**src/hdl/scfr_pkg.sv**
```systemverilog
// ----------------------------------------------------------------------------
// Serial command frame receiver package
// Frame constants, status codes and widths shared by the receiver files.
// ----------------------------------------------------------------------------
package scfr_pkg;

   localparam int unsigned PAYLOAD_BYTES = 6;
   localparam int unsigned TIMEOUT_W     = 20;
   localparam int unsigned SUM_W         = 11;

   localparam logic [7:0]  SYNC_BYTE     = 8'h7E;
   localparam logic [7:0]  END_BYTE      = 8'hEF;
   localparam logic [7:0]  GOOD_LENGTH   = 8'd6;
   localparam logic [SUM_W-1:0] SUM_BASE = SUM_W'(16'h00FF + 16'd6);

   localparam logic [TIMEOUT_W-1:0] TIMEOUT_RESET = TIMEOUT_W'(2082);

   typedef logic [1:0] status_type;
   localparam status_type ST_OK         = 2'd0;
   localparam status_type ST_BAD_LENGTH = 2'd1;
   localparam status_type ST_CHECKSUM   = 2'd2;
   localparam status_type ST_TIMEOUT    = 2'd3;

   localparam logic OP_BYTE = 1'b0;
   localparam logic OP_TICK = 1'b1;

   typedef struct packed {
      logic [7:0] command_code;
      logic       wants_feedback;
      logic [7:0] param_high;
      logic [7:0] param_low;
      logic [7:0] sum_high;
      logic [7:0] sum_low;
   } frame_type;

endpackage

```
**src/hdl/scfr_checksum.sv**
```systemverilog
// ----------------------------------------------------------------------------
// Frame checksum compare
// Forms 0x10000 minus the frame sum and compares it with the received word.
// ----------------------------------------------------------------------------
module scfr_checksum (
   input  scfr_pkg::frame_type frame,
   output logic                match
);
   import scfr_pkg::*;

   logic [SUM_W-1:0] total;
   logic [15:0]      expected;

   assign total = SUM_BASE + SUM_W'(frame.command_code)
                + SUM_W'(frame.wants_feedback)
                + SUM_W'(frame.param_high) + SUM_W'(frame.param_low);
   assign expected = 16'h0000 - 16'(total);
   assign match    = (expected == {frame.sum_high, frame.sum_low});

endmodule

```
**src/hdl/serial_command_frame_receiver.sv**
```systemverilog
// ----------------------------------------------------------------------------
// Serial command frame receiver
// Hunts for sync, reads version and length, keeps six payload bytes, checks
// the checksum and trailer, and aborts a frame on an inter-byte timeout.
// ----------------------------------------------------------------------------
// A result is registered and appears on rsp_ in the cycle after the beat that causes it.
// Throughput: one req_ beat per cycle; req_stall rises only while a result
//   is held and rsp_stall is high (single output register).
// Reset (synchronous): phase back to sync hunt, counters cleared, result
//   register emptied, byte timeout limit set to 2082 ticks.
module serial_command_frame_receiver (
   input  logic                                clock,
   input  logic                                reset,
   input  logic                                req_valid,
   output logic                                req_stall,
   input  logic                                req_opcode,
   input  logic [7:0]                          req_data_byte,
   output logic                                rsp_valid,
   input  logic                                rsp_stall,
   output logic [1:0]                          rsp_status,
   output logic [7:0]                          rsp_command_code,
   output logic                                rsp_wants_feedback,
   output logic [7:0]                          rsp_param_high,
   output logic [7:0]                          rsp_param_low,
   output logic                                rsp_end_ok,
   input  logic                                csr_valid,
   output logic                                csr_ready,
   input  logic [scfr_pkg::TIMEOUT_W-1:0]      csr_data
);
   import scfr_pkg::*;

   localparam logic [2:0] PH_HUNT    = 3'd0;
   localparam logic [2:0] PH_VERSION = 3'd1;
   localparam logic [2:0] PH_LENGTH  = 3'd2;
   localparam logic [2:0] PH_PAYLOAD = 3'd3;
   localparam logic [2:0] PH_TRAILER = 3'd4;

   logic [2:0]           phase_ff, phase_in;
   logic [7:0]           length_ff, length_in;
   logic [7:0]           taken_ff, taken_in;
   logic [TIMEOUT_W-1:0] idle_ff, idle_in;
   logic [TIMEOUT_W-1:0] limit_ff;
   logic [7:0]           store_ff [PAYLOAD_BYTES];

   logic                 rsp_valid_ff, rsp_valid_in;
   status_type           status_ff;
   logic [7:0]           cmd_ff, p1_ff, p2_ff;
   logic                 fb_ff, end_ok_ff;

   logic                 accept;
   logic                 emit;
   logic                 with_payload;
   status_type           emit_status;
   logic                 emit_end_ok;
   logic                 store_we;
   logic [7:0]           taken_next;
   logic                 sum_match;
   frame_type            frame;

   assign csr_ready = 1'b1;
   assign req_stall = rsp_valid_ff & rsp_stall;
   assign accept    = req_valid & ~req_stall;

   assign taken_next = taken_ff + 8'd1;

   assign frame.command_code   = store_ff[0];
   assign frame.wants_feedback = (store_ff[1] != 8'd0);
   assign frame.param_high     = store_ff[2];
   assign frame.param_low      = store_ff[3];
   assign frame.sum_high       = store_ff[4];
   assign frame.sum_low        = req_data_byte;

   scfr_checksum u_checksum (
      .frame (frame),
      .match (sum_match)
   );

   always_comb begin
      phase_in     = phase_ff;
      length_in    = length_ff;
      taken_in     = taken_ff;
      idle_in      = idle_ff;
      emit         = 1'b0;
      with_payload = 1'b0;
      emit_status  = ST_OK;
      emit_end_ok  = 1'b0;
      store_we     = 1'b0;
      if (req_opcode == OP_TICK) begin
         if (phase_ff != PH_HUNT) begin
            if (idle_ff >= limit_ff) begin
               phase_in    = PH_HUNT;
               idle_in     = '0;
               emit        = 1'b1;
               emit_status = ST_TIMEOUT;
            end else begin
               idle_in = idle_ff + TIMEOUT_W'(1);
            end
         end
      end else begin
         idle_in = '0;
         unique case (phase_ff)
            PH_HUNT: begin
               if (req_data_byte == SYNC_BYTE) phase_in = PH_VERSION;
            end
            PH_VERSION: begin
               phase_in = PH_LENGTH;
            end
            PH_LENGTH: begin
               length_in = req_data_byte;
               taken_in  = '0;
               if (req_data_byte == 8'd0) begin
                  phase_in    = PH_HUNT;
                  emit        = 1'b1;
                  emit_status = ST_BAD_LENGTH;
               end else begin
                  phase_in = PH_PAYLOAD;
               end
            end
            PH_PAYLOAD: begin
               store_we = (taken_ff < 8'(PAYLOAD_BYTES));
               taken_in = taken_next;
               if (taken_next == length_ff) begin
                  phase_in = PH_HUNT;
                  if (length_ff != GOOD_LENGTH) begin
                     emit        = 1'b1;
                     emit_status = ST_BAD_LENGTH;
                  end else if (!sum_match) begin
                     emit         = 1'b1;
                     emit_status  = ST_CHECKSUM;
                     with_payload = 1'b1;
                  end else begin
                     phase_in = PH_TRAILER;
                  end
               end
            end
            PH_TRAILER: begin
               phase_in     = PH_HUNT;
               emit         = 1'b1;
               emit_status  = ST_OK;
               with_payload = 1'b1;
               emit_end_ok  = (req_data_byte == END_BYTE);
            end
            default: begin
               phase_in = PH_HUNT;
            end
         endcase
      end
   end

   always_comb begin
      if (accept && emit) begin
         rsp_valid_in = 1'b1;
      end else if (rsp_stall) begin
         rsp_valid_in = rsp_valid_ff;
      end else begin
         rsp_valid_in = 1'b0;
      end
   end

   always_ff @(posedge clock) begin
      if (reset) begin
         phase_ff     <= PH_HUNT;
         length_ff    <= '0;
         taken_ff     <= '0;
         idle_ff      <= '0;
         limit_ff     <= TIMEOUT_RESET;
         rsp_valid_ff <= 1'b0;
      end else begin
         rsp_valid_ff <= rsp_valid_in;
         if (csr_valid && csr_ready) limit_ff <= csr_data;
         if (accept) begin
            phase_ff  <= phase_in;
            length_ff <= length_in;
            taken_ff  <= taken_in;
            idle_ff   <= idle_in;
         end
      end
   end

   always_ff @(posedge clock) begin
      if (accept && store_we) store_ff[taken_ff[2:0]] <= req_data_byte;
      if (accept && emit) begin
         status_ff <= emit_status;
         end_ok_ff <= emit_end_ok;
         cmd_ff    <= with_payload ? frame.command_code : 8'd0;
         fb_ff     <= with_payload ? frame.wants_feedback : 1'b0;
         p1_ff     <= with_payload ? frame.param_high : 8'd0;
         p2_ff     <= with_payload ? frame.param_low : 8'd0;
      end
   end

   assign rsp_valid          = rsp_valid_ff;
   assign rsp_status         = status_ff;
   assign rsp_command_code   = cmd_ff;
   assign rsp_wants_feedback = fb_ff;
   assign rsp_param_high     = p1_ff;
   assign rsp_param_low      = p2_ff;
   assign rsp_end_ok         = end_ok_ff;

endmodule

```
**config.mk**
```make
export PLATFORM = sky130hd
export DESIGN_NAME = serial_command_frame_receiver
export DESIGN_NICKNAME = d
export VERILOG_FILES = /design/src/hdl/scfr_pkg.sv /design/src/hdl/scfr_checksum.sv /design/src/hdl/serial_command_frame_receiver.sv
export SDC_FILE = /design/constraint.sdc
export NUM_CORES = 1
export LEC_CHECK = 0
export ABC_AREA = 1
export BUFFER_PORTS_ARGS = -buffer_cell sky130_fd_sc_hd__buf_4
export CAP_MARGIN = 20
export CELL_PAD_IN_SITES_DETAIL_PLACEMENT = 1
export CELL_PAD_IN_SITES_GLOBAL_PLACEMENT = 2
export CORE_MARGIN = 2
export CORE_UTILIZATION = 33
export CTS_CLUSTER_SIZE = 20
export DETAILED_ROUTE_END_ITERATION = 16
export GPL_TIMING_DRIVEN = 0
export PLACE_DENSITY = 0.73
export REMOVE_ABC_BUFFERS = 1
export SLEW_MARGIN = 20
export SYNTH_ARGS = -nofsm -noshare
export SYNTH_HDL_FRONTEND = slang
export SYNTH_SLANG_ARGS = --single-unit
export TNS_END_PERCENT = 20
```
**constraint.sdc**
```tcl
create_clock -name clock -period 4.39 [get_ports clock]
set_input_delay 0.878 -clock clock [delete_from_list [all_inputs] [get_ports clock]]
set_output_delay 0.878 -clock clock [all_outputs]
set_load 0.02 [all_outputs]
```
==> impl_results.md, run 1 <==
* WP data required at 4.56 ns
* Fin crit share at 99.3%
* Final WL at 19900 µm
* #FFs+latches synth at 128
* Setup WS post-layout at 0.0328 ns
* Crit path cell chain: nor4_4 -> nand2_1 -> fa_1 -> ha_4 -> fa_2 -> nor2_4 -> nor2_4 -> nor2_4 -> nand3_2 -> nor2_4 -> nand3_4 -> nor2_4 -> nand2_2 -> nand2_1 -> nand2_1 -> inv_1 -> nand3_1 -> nor2_4 -> nand2_2 -> nand4_4 -> and2_4 -> buf_12 -> nor2_2
* Max Clk Rate at 0.230 GHz
* Port Buffers at 63
* Hold Path Sink: limit_ff[8]$_SDFFE_PP0P_
* Synthesized cell area at 7200 µm²
* Outcome: complete, no violations
* Worst path slowest cell: fa_1
* Total CTS buffers at 17
* Pin count of the biggest net entering global routing at 34
* 1st-iter DRT viols at 302
* Hold Crit Start: limit_ff[8]$_SDFFE_PP0P_
* Most used flip-flop cell after synthesis: edfxtp_1
* Clock buffer depth at 2
* FP Rows at 54
* Post-route ant nets at 0
* Routed WL per cell at 15.8 µm
* DP Worst Slack at -0.505 ns
* CORE AREA at 21600 µm²
* Die area at 23000 µm²
* WS Path Type: flip-flop to flip-flop
* RR Startpoint: store_ff[1][3]$_DFFE_PP_
* Vias in the first global route at 5927
* Clock Latency Late Sink at 0.43 ns
* YS warnings at 0
* Fill cell count at 2566
* Area Overhead vs Synth at 25.1%
* RR Endpoint: rsp_command_code[7]$_SDFFCE_PN0P_
* First-pass GRT wire length at 31500 µm
* CP max stage delay at 0.49 ns
* Die Wd at 152 µm
* Clk_skew at 0.0125 ns
* Io pins at 65
* Clock root buffer master: clkbuf_16
* EDFF count, synth at 68
* Top delay family on crit path: simple AND/OR/NAND/NOR gates
* Drt pass-1 iters at 4
* Inst Count DP at 1208
* Power density over cell area at 332 nW/µm²
* Critical path buffer and inverter count at 2
* Via/cell ratio at 4.73
* Post-DP HPWL at 14400 µm
* Fin nets at 1042
* H-tree depth at 4
* Clk pin slew, worst setup/hold paths at 0.06 ns
* Sink Count at 128
* Final Wtd Congestion at 0.768
* Share of cells above drive strength 1 at 21.3%
* Reg-to-reg slack, setup at 0.03 ns
* Worst Setup End Kind: flip-flop
* FF-to-FF path depth at 23
* GRT Util Overall at 18.1%
* Die height at 152 µm
* Post-synthesis sequential area ratio at 45.1%
* Setup TNS at 0 ns
* Util after Layout at 41.7%
* Async S/R FF share, synth at 0%
* RSZ-0062 raised after global routing: true
* GRT overflow at 0
* Startpoint Class: flip-flop
* Worst min path class: flip-flop to flip-flop
* Layout Cells excl Fill at 1259
* Final Max Slew Viols at 0
* WP data arrival at 4.53 ns
* Tmin final at 4.36 ns
* Worst IR Drop VDD at 0.229 mV
* Initial Util at 33.3%
* CTS tree: yes
* Leakage power at 0.00378 µW
* Hold Crit Depth at 2
* Final-report hold violation count at 0
* Maxcap violations at 0
* Post-Syn Instances at 881
* Unique masters post-synth at 41
* Slew @ Worst Pin at 0.979 ns
* Initial antenna violation count at 0
* Ant. Diodes at 0
* CP most frequent cell: nor2_4
* Hold buffers post-CTS at 0
* Critical path peak fanout at 7
* # setup viols final at 0
* Routed vias at 5952
* Max_slew headroom at 34.6%
* Syn_area_per_cell at 8.17 µm²
* DRC viols at 0
* Hold WS at 0.462 ns
-- routing by layer --
| metal | GRT usage [%] | vias up | part of all wire [%] |
|---|---|---|---|
| met3 | 3.23 | 13 | 1.9 |
| li1 | - | 3037 | - |
| met2 | 30.9 | 61 | 50 |
| met4 | 4.44 | 0 | 0.94 |
| met1 | 23.8 | 2841 | 48 |
| met5 | 0 | - | 0 |
-- sequential cells by signal (all words and copies together) (netlist names), 2 cells and up --
name / count
phase_ff: 3
limit_ff: 20
taken_ff: 8
rsp_command_code: 8
store_ff: 40
idle_ff: 20
length_ff: 8
rsp_param_low: 8
rsp_param_high: 8
rsp_status: 2
-- worst reg2reg max path, cell delays in order, from the launching register on --
cell and delay [ns]:
edfxtp_1 0.41, nor4_4 0.34, nand2_1 0.14, fa_1 0.50, ha_4 0.19, fa_2 0.44, nor2_4 0.16, nor2_4 0.06
nor2_4 0.13, nand3_2 0.11, nor2_4 0.18, nand3_4 0.10, nor2_4 0.15, nand2_2 0.09, nand2_1 0.07, nand2_1 0.05
inv_1 0.05, nand3_1 0.11, nor2_4 0.16, nand2_2 0.08, nand4_4 0.13, and2_4 0.29, buf_12 0.16, nor2_2 0.04
-- worst max path at each step --
stage / start / to / slack (ns) / depth (start not counted)
4_1_cts: store_ff[1][0]$_DFFE_PP_ / rsp_param_low[0]$_SDFFCE_PN0P_ / 0.0003 / 23
5_1_grt: store_ff[1][3]$_DFFE_PP_ / rsp_status[0]$_DFFE_PP_ / -0.21 / 27
6_report: store_ff[1][3]$_DFFE_PP_ / rsp_command_code[7]$_SDFFCE_PN0P_ / 0.03 / 23
3_5_place_dp: store_ff[1][3]$_DFFE_PP_ / rsp_param_low[7]$_SDFFCE_PN0P_ / -0.51 / 25
2_1_floorplan: store_ff[1][5]$_DFFE_PP_ / rsp_command_code[0]$_SDFFCE_PN0P_ / 0.17 / 25
3_3_place_gp: store_ff[1][3]$_DFFE_PP_ / rsp_param_low[7]$_SDFFCE_PN0P_ / -0.80 / 25
-- cells in the mapped netlist (all sizes together), types with 2 or more instances --
master  count  area, µm²
edfxtp     68       2040
a21oi      76        384
inv       158        593
a211oi      4       30.0
ha         33        413
nor2       85        402
dfxtp      60       1200
nand3      59        320
clkbuf     13       48.8
nor3       14       75.1
nor4        5       31.3
or2         4       25.0
xor2       16        140
xnor2       7       61.3
buf         6       68.8
o21ai      49        245
nand3b      4       30.0
o21a        2       15.0
nand2     181        699
nand4      19        125
fa          9        180
-- cell type report --
cell class	instances	area (µm²)	area share, %
repair buffers	83	672	7.46
clock buffers	19	464	5.15
inverters	159	613	6.81
well taps	280	350	3.89
flip-flops and latches	128	3240	36.0
multi-input cells	576	3490	38.7
clock inverters	13	158	1.75
repair inverters	1	16.3	0.181
-- layout by cell type (no fill, tap or decap), types with 14 or more instances in the layout --
master and instances:
nand3_1 52, inv_1 154, clkbuf_16 18, buf_4 77
edfxtp_1 68, o21ai_0 45, nand2_2 15, nor2_1 51
ha_1 25, dfxtp_1 60, nor2_2 27, nand2_1 165
a21oi_1 71, nand4_1 18, xor2_1 14
-- kinds of logic after synthesis --
kind of cell / Yosys count / share of synthesized area (%)
buf+inv: 178 / 9.93
xor+xnor: 23 / 2.80
fa+ha+maj: 42 / 8.24
simple gates: 372 / 23.9
flops: 128 / 45.1
other cells: 1 / 0.0521
compound gates: 137 / 10.1
-- timing repair --
action | in CTS | in global routing
gates resized for setup | 39 | 26
buffers inserted | 9 | 8
pin swaps | 14 | 23
cloned | 2 | 0
setup endpoints to repair | 53 | 54
-- power breakdown --
group          total [µW]  switching [µW]  internal, µW  leakage (µW)
sequential           1290            11.3          1280       0.00107
combinational         200             129          70.3       0.00241
clock                1500             561           941      0.000300
total                2990             702          2290       0.00378
-- per-stage QoR --
| step | power (µW) | cell area, µm² |
|---|---|---|
| floorplan | 1420 | 7080 |
| global placement | 1500 | 7900 |
| detailed placement | 1510 | 7950 |
| CTS | 3030 | 8850 |
| global route | 3110 | 9010 |
| finish | 2990 | 9010 |
Note: power is estimated with default switching activity, not from simulation.
==> run 2, diff against run 1 <==
CELL_PAD_IN_SITES_GLOBAL_PLACEMENT = 1   (was 2)
CORE_UTILIZATION = 39   (was 33)
PLACE_DENSITY = 0.7   (was 0.73)
==> run 2 against run 1 <==
Sequential share of layout area increased by 0.59 points. Clock-buffer cell count is 6 higher. Core utilization rose by 7.5 points. Power up 0.45%. Die area shrank 15%. Critical endpoint is now rsp_param_high[7]$_SDFFCE_PN0P_.
==> impl_results.md, run 2 (synthesis results as in run 1) <==
* Io pins at 65
* Initial Util at 39.9%
* Most common cell after layout, fill and taps aside: nand2_1
* WP data arrival at 4.53 ns
* FP Rows at 49
* Max reg flops at 40
* 1st-iter DRT viols at 237
* Startpoint Class: flip-flop
* CTS tree: yes
* Top delay family on crit path: simple AND/OR/NAND/NOR gates
* Hold buffers post-CTS at 0
* Fin crit share at 99.8%
* Initial antenna violation count at 0
* Final Max Slew Viols at 0
* Pin count of the biggest net entering global routing at 34
* Critical path peak fanout at 25
* Fin nets at 1036
* CORE AREA at 18000 µm²
* Power density over cell area at 339 nW/µm²
* Max Clk Rate at 0.228 GHz
* Placed instance area at 7910 µm²
* Worst IR Drop VDD at 0.287 mV
* Maxcap violations at 0
* Die Wd at 140 µm
* Clk_skew at 0.0200 ns
* Post-route ant nets at 0
* H-tree depth at 4
* Drt pass-1 iters at 4
* Slew @ Worst Pin at 0.888 ns
* Vias in the first global route at 6068
* Post-DP HPWL at 13400 µm
* Tmin final at 4.38 ns
* CP max stage delay at 0.56 ns
* Clock buffer depth at 2
* Die height at 140 µm
* Layout Cells excl Fill at 1202
* Crit path cell chain: nor4_4 -> nand2_1 -> fa_1 -> ha_4 -> fa_2 -> inv_2 -> nand2_1 -> nor2_4 -> nand3_4 -> nor2_4 -> nand3_2 -> nor2_4 -> nand2_2 -> o21ai_1 -> nand2_2 -> nor2_4 -> buf_4 -> nand2_2 -> nand4_2 -> and2_4 -> nor2_1
* Routed WL per cell at 15.4 µm
* Inst Count DP at 1159
* Final-report hold violation count at 0
* Fill cell count at 2213
* Critical path buffer and inverter count at 2
* Area Overhead vs Synth at 23.1%
* Ant. Diodes at 0
* Leakage power at 0.00376 µW
* Share of cells above drive strength 1 at 20.5%
* Final Wtd Congestion at 0.808
* GRT overflow at 0
* GRT Util Overall at 19.4%
* Max_slew headroom at 40.7%
* RSZ-0062 raised after global routing: true
* DRC viols at 0
* Clock root buffer master: clkbuf_16
* Sink Count at 128
* Most frequent cells in the layout: nand2_1, inv_1, buf_4, a21oi_1, edfxtp_1
* Power Total at 3010 µW
* Final instance area at 8860 µm²
* Worst path slowest cell: fa_1
* Worst Setup End Kind: flip-flop
* Worst min path class: flip-flop to flip-flop
* Clock Latency Late Sink at 0.43 ns
* # setup viols final at 0
* Final WL at 18600 µm
* Port Buffers at 63
* Total CTS buffers at 17
* WP data required at 4.54 ns
* Clk pin slew, worst setup/hold paths at 0.05 ns
* Hold WS at 0.460 ns
* First-pass GRT wire length at 30000 µm
* Setup TNS at 0 ns
* Die area at 19600 µm²
* Outcome: complete, no violations
* WS Path Type: flip-flop to flip-flop
* Via/cell ratio at 4.97
* CP most frequent cell: nor2_4
* Routed vias at 5971
[run 2: timing repair]
item                       4_1_cts  5_1_grt
pin swaps                        5       14
gates resized for setup         24       30
setup endpoints to repair       53       54
buffers inserted                 2        9
[run 2: path summary, 6_finish.rpt]
check                       startpoint                              end  slack (ns)  cells past startpoint
max           store_ff[1][5]$_DFFE_PP_  rsp_param_high[7]$_SDFFCE_PN0P_        0.01                     21
max reg2reg   store_ff[1][5]$_DFFE_PP_  rsp_param_high[7]$_SDFFCE_PN0P_        0.01                     21
min reg2reg  limit_ff[13]$_SDFFE_PP0P_        limit_ff[13]$_SDFFE_PP0P_        0.46                      2
min          limit_ff[13]$_SDFFE_PP0P_        limit_ff[13]$_SDFFE_PP0P_        0.46                      2
[run 2: power by group]
group | switching, µW | internal, µW
clock network | 541 | 982
logic | 125 | 66.4
registers | 11.6 | 1280
total | 678 | 2330
[run 2: stage by stage]
step | utilization (%) | setup slack [ns]
5_1_grt | 49.2 | -0.280
3_5_place_dp | 43.9 | -0.503
6_report | 49.2 | 0.0109
4_1_cts | 47.9 | -0.0630
2_1_floorplan | - | 0.172
3_3_place_gp | 43.5 | -0.861
[run 2: metal layers]
metal	GRT usage (%)	vias up	wire length, µm
met1	24.7	2853	8430
li1	-	3025	-
met4	6.47	0	321
met5	0	-	0
met3	3.79	20	603
met2	33.0	73	9210
[run 2: final cells by class]
cell class / instances / area, µm² / area share (%)
Multi-Input combinational cell: 575 / 3470 / 39.2
Tap cell: 229 / 287 / 3.23
Sequential cell: 128 / 3240 / 36.6
Inverter: 159 / 601 / 6.78
Clock buffer: 25 / 549 / 6.20
Clock inverter: 7 / 90.1 / 1.02
Timing Repair Buffer: 79 / 617 / 6.96
[run 2: tightest hold or removal path, cell delays in order, from the launching register on]
cell     delay (ns)
dfxtp_1        0.30
inv_1          0.06
a21oi_1        0.06
==> run 3, diff against run 2 <==
ABC_AREA = default   (was 1)
PLACE_DENSITY = 0.68   (was 0.7)
==> run 3 against run 2 <==
Clock power down 14%. Critical endpoint is now rsp_param_high[3]$_SDFFCE_PN0P_. Largest cell class unchanged. Die area down 0.81%. Worst hold slack better by 0.032 ns. The run now ends with setup timing left. Combinational power down 37%. Largest power group unchanged. Core utilization up 0.15 points.
==> impl_results.md, run 3 <==
* Outcome: finished, violations left
* Failing checks: setup timing
* CTS tree: yes
* Clk_skew at 0.00971 ns
* Total CTS buffers at 17
* Setup TNS at -10.81 ns
* Fin nets at 900
* Drt pass-1 iters at 4
* H-tree depth at 4
* Int Pwr at 2080 µW
* Die Wd at 139 µm
* # setup viols final at 54
* Unique masters post-synth at 68
* First-pass GRT wire length at 31400 µm
* Sink Count at 128
* Via/cell ratio at 5.43
* Final-report hold violation count at 0
* Worst IR Drop VDD at 0.273 mV
* Slew @ Worst Pin at 0.941 ns
* GRT overflow at 0
* Synthesized cell area at 7140 µm²
* Max_slew headroom at 37.2%
* WS Path Type: flip-flop to flip-flop
* #FFs+latches synth at 128
* WP data arrival at 4.82 ns
* FP Rows at 49
* Worst min path class: flip-flop to flip-flop
* Max Clk Rate at 0.215 GHz
* Io pins at 65
* RSZ-0062 raised after global routing: true
* Share of cells above drive strength 1 at 21.3%
* Startpoint Class: flip-flop
* Clock root buffer master: clkbuf_16
* Clock buffer depth at 2
* Power density over cell area at 305 nW/µm²
* CP startpoint: store_ff[1][5]$_DFFE_PP_
* YS warnings at 0
* Initial Util at 39.7%
* Clock Latency Late Sink at 0.43 ns
* Area Overhead vs Synth at 24.1%
* Sw Share at 22.8%
* Async S/R FF share, synth at 0%
* Power Total at 2700 µW
* Vias in the first global route at 6161
* EDFF count, synth at 68
* Area share of the leading cell type in the synthesized netlist at 28.6%
* 1st-iter DRT viols at 268
* Most frequent cells in the layout: buf_4, edfxtp_1, nor2_1, nand2_1, inv_1
* Post-route ant nets at 0
* FF-to-FF path depth at 15
* Combinational share of power at 4.5%
* Die height at 139 µm
* Maxcap violations at 0
* Worst setup path endpoint: rsp_param_high[3]$_SDFFCE_PN0P_
* Fill cell count at 2059
* DRC viols at 0
* Port Buffers at 63
* Final Wtd Congestion at 0.853
* Synth area leaders: edfxtp_1, dfxtp_1, ha_1
* Area of the multi-input gates at 3860 µm²
* Tmin final at 4.64 ns
* Initial antenna violation count at 0
* Max reg flops at 40
* Post-Syn Instances at 744
* Cell taking the most area after synthesis: edfxtp_1
* Syn_area_per_cell at 9.59 µm²
* Psw at 616 µW
* Worst Setup End Kind: flip-flop
* Die area at 19400 µm²
* GRT Util Overall at 20.5%
* Routed WL per cell at 18.4 µm
* Critical path peak fanout at 6
* CORE AREA at 18000 µm²
* Most used flip-flop cell after synthesis: edfxtp_1
* Final WL at 19600 µm
* Post-DP HPWL at 12900 µm
* Flop pwr share at 47.2%
* Clk pin slew, worst setup/hold paths at 0.06 ns
* Post-synthesis sequential area ratio at 45.4%
* DP Worst Slack at -1.03 ns
* Most common cell after layout, fill and taps aside: buf_4
* Post-synth top cells: edfxtp_1, nor2_1, inv_1, nand2_1, dfxtp_1
* Leakage power at 0.00362 µW
* Fin crit share at 106%
* Final Max Slew Viols at 0
* Hold buffers post-CTS at 0
* Ant. Diodes at 0
* Register area at 3240 µm²
* Routed vias at 5790
* Clk pwr share at 48.3%
* RR Endpoint: rsp_param_high[3]$_SDFFCE_PN0P_
* Pin count of the biggest net entering global routing at 57
* RR Startpoint: store_ff[1][5]$_DFFE_PP_
* Setup WS post-layout at -0.254 ns
* WP data required at 4.57 ns
* Reg-to-reg slack, setup at -0.25 ns
## run 3: per-layer routing
layer / track usage [%] / vias to the layer above / routed length (µm)
met5: 0 / - / 0
li1: - / 2832 / -
met4: 8.83 / 0 / 492
met1: 23.5 / 2816 / 8050
met3: 4.16 / 30 / 871
met2: 36.9 / 112 / 10200
## run 3: layout make-up
| cell class | instances | area share (%) |
|---|---|---|
| clock buffers | 20 | 4.93 |
| repair buffers | 88 | 7.87 |
| well taps | 229 | 3.23 |
| flip-flops and latches | 128 | 36.6 |
| inverters | 63 | 2.67 |
| clock inverters | 12 | 1.07 |
| multi-input cells | 526 | 43.6 |
## run 3: worst min-delay path by stage
stage,endpoint,depth (start not counted),start
after CTS,limit_ff[5]$_SDFFE_PP1P_,2,limit_ff[5]$_SDFFE_PP1P_
after global placement,limit_ff[5]$_SDFFE_PP1P_,2,limit_ff[5]$_SDFFE_PP1P_
after floorplan,idle_ff[9]$_SDFFE_PP0P_,2,idle_ff[9]$_SDFFE_PP0P_
final,limit_ff[5]$_SDFFE_PP1P_,2,limit_ff[5]$_SDFFE_PP1P_
after global routing,limit_ff[5]$_SDFFE_PP1P_,2,limit_ff[5]$_SDFFE_PP1P_
after detailed placement,limit_ff[8]$_SDFFE_PP0P_,2,limit_ff[8]$_SDFFE_PP0P_
## run 3: what timing repair did
action | 4_1_cts | 5_1_grt
pin swaps | 11 | 14
cloned | 3 | 2
setup endpoints to repair | 56 | 56
resized for setup | 34 | 27
buffers inserted | 11 | 6
## run 3: critical path, stage by stage (launching register included)
cell	delay, ns
edfxtp_1	0.38
nor4_2	0.30
nand2_1	0.14
fa_1	0.50
ha_4	0.20
fa_2	0.37
a21o_4	0.25
nor3b_1	0.14
a311o_2	0.37
a21oi_4	0.18
nand4_1	0.14
a311oi_2	0.30
nand4b_1	0.24
buf_4	0.22
or3b_4	0.45
and3_1	0.20
## run 3: kinds of logic (layout without fill, tap and decap cells)
kind of cell | after synthesis | in the layout | share of synthesized area, %
AO/OA/AOI/OAI | 141 | 141 | 12.3
XOR/XNOR | 37 | 37 | 4.73
adder cells (fa/ha/maj) | 42 | 42 | 8.31
buffers and inverters | 93 | 183 | 5.38
flip-flops | 128 | 128 | 45.4
multiplexers | 24 | 24 | 3.37
other | 1 | 1 | 0.0525
AND/OR/NAND/NOR | 278 | 281 | 20.4
## run 3: power groups by stage
| stage | Combinational, µW | Sequential [µW] | Clock (µW) |
|---|---|---|---|
| global route | 137 | 1280 | 1380 |
| finish | 121 | 1270 | 1310 |
| CTS | 122 | 1270 | 1330 |
| floorplan | 53.7 | 1300 | 0 |
| global placement | 116 | 1300 | 0 |
| detailed placement | 122 | 1300 | 0 |
## run 3: metrics by stage
step | util, % | instances | cell area, µm² | hold WS (ns)
2_1_floorplan | - | 714 | 6990 | 0.455
3_3_place_gp | 43.1 | 1006 | 7750 | 0.472
3_5_place_dp | 43.7 | 1012 | 7850 | 0.490
4_1_cts | 48.2 | 1058 | 8660 | 0.501
5_1_grt | 49.3 | 1066 | 8860 | 0.531
6_report | 49.3 | 1066 | 8860 | 0.492
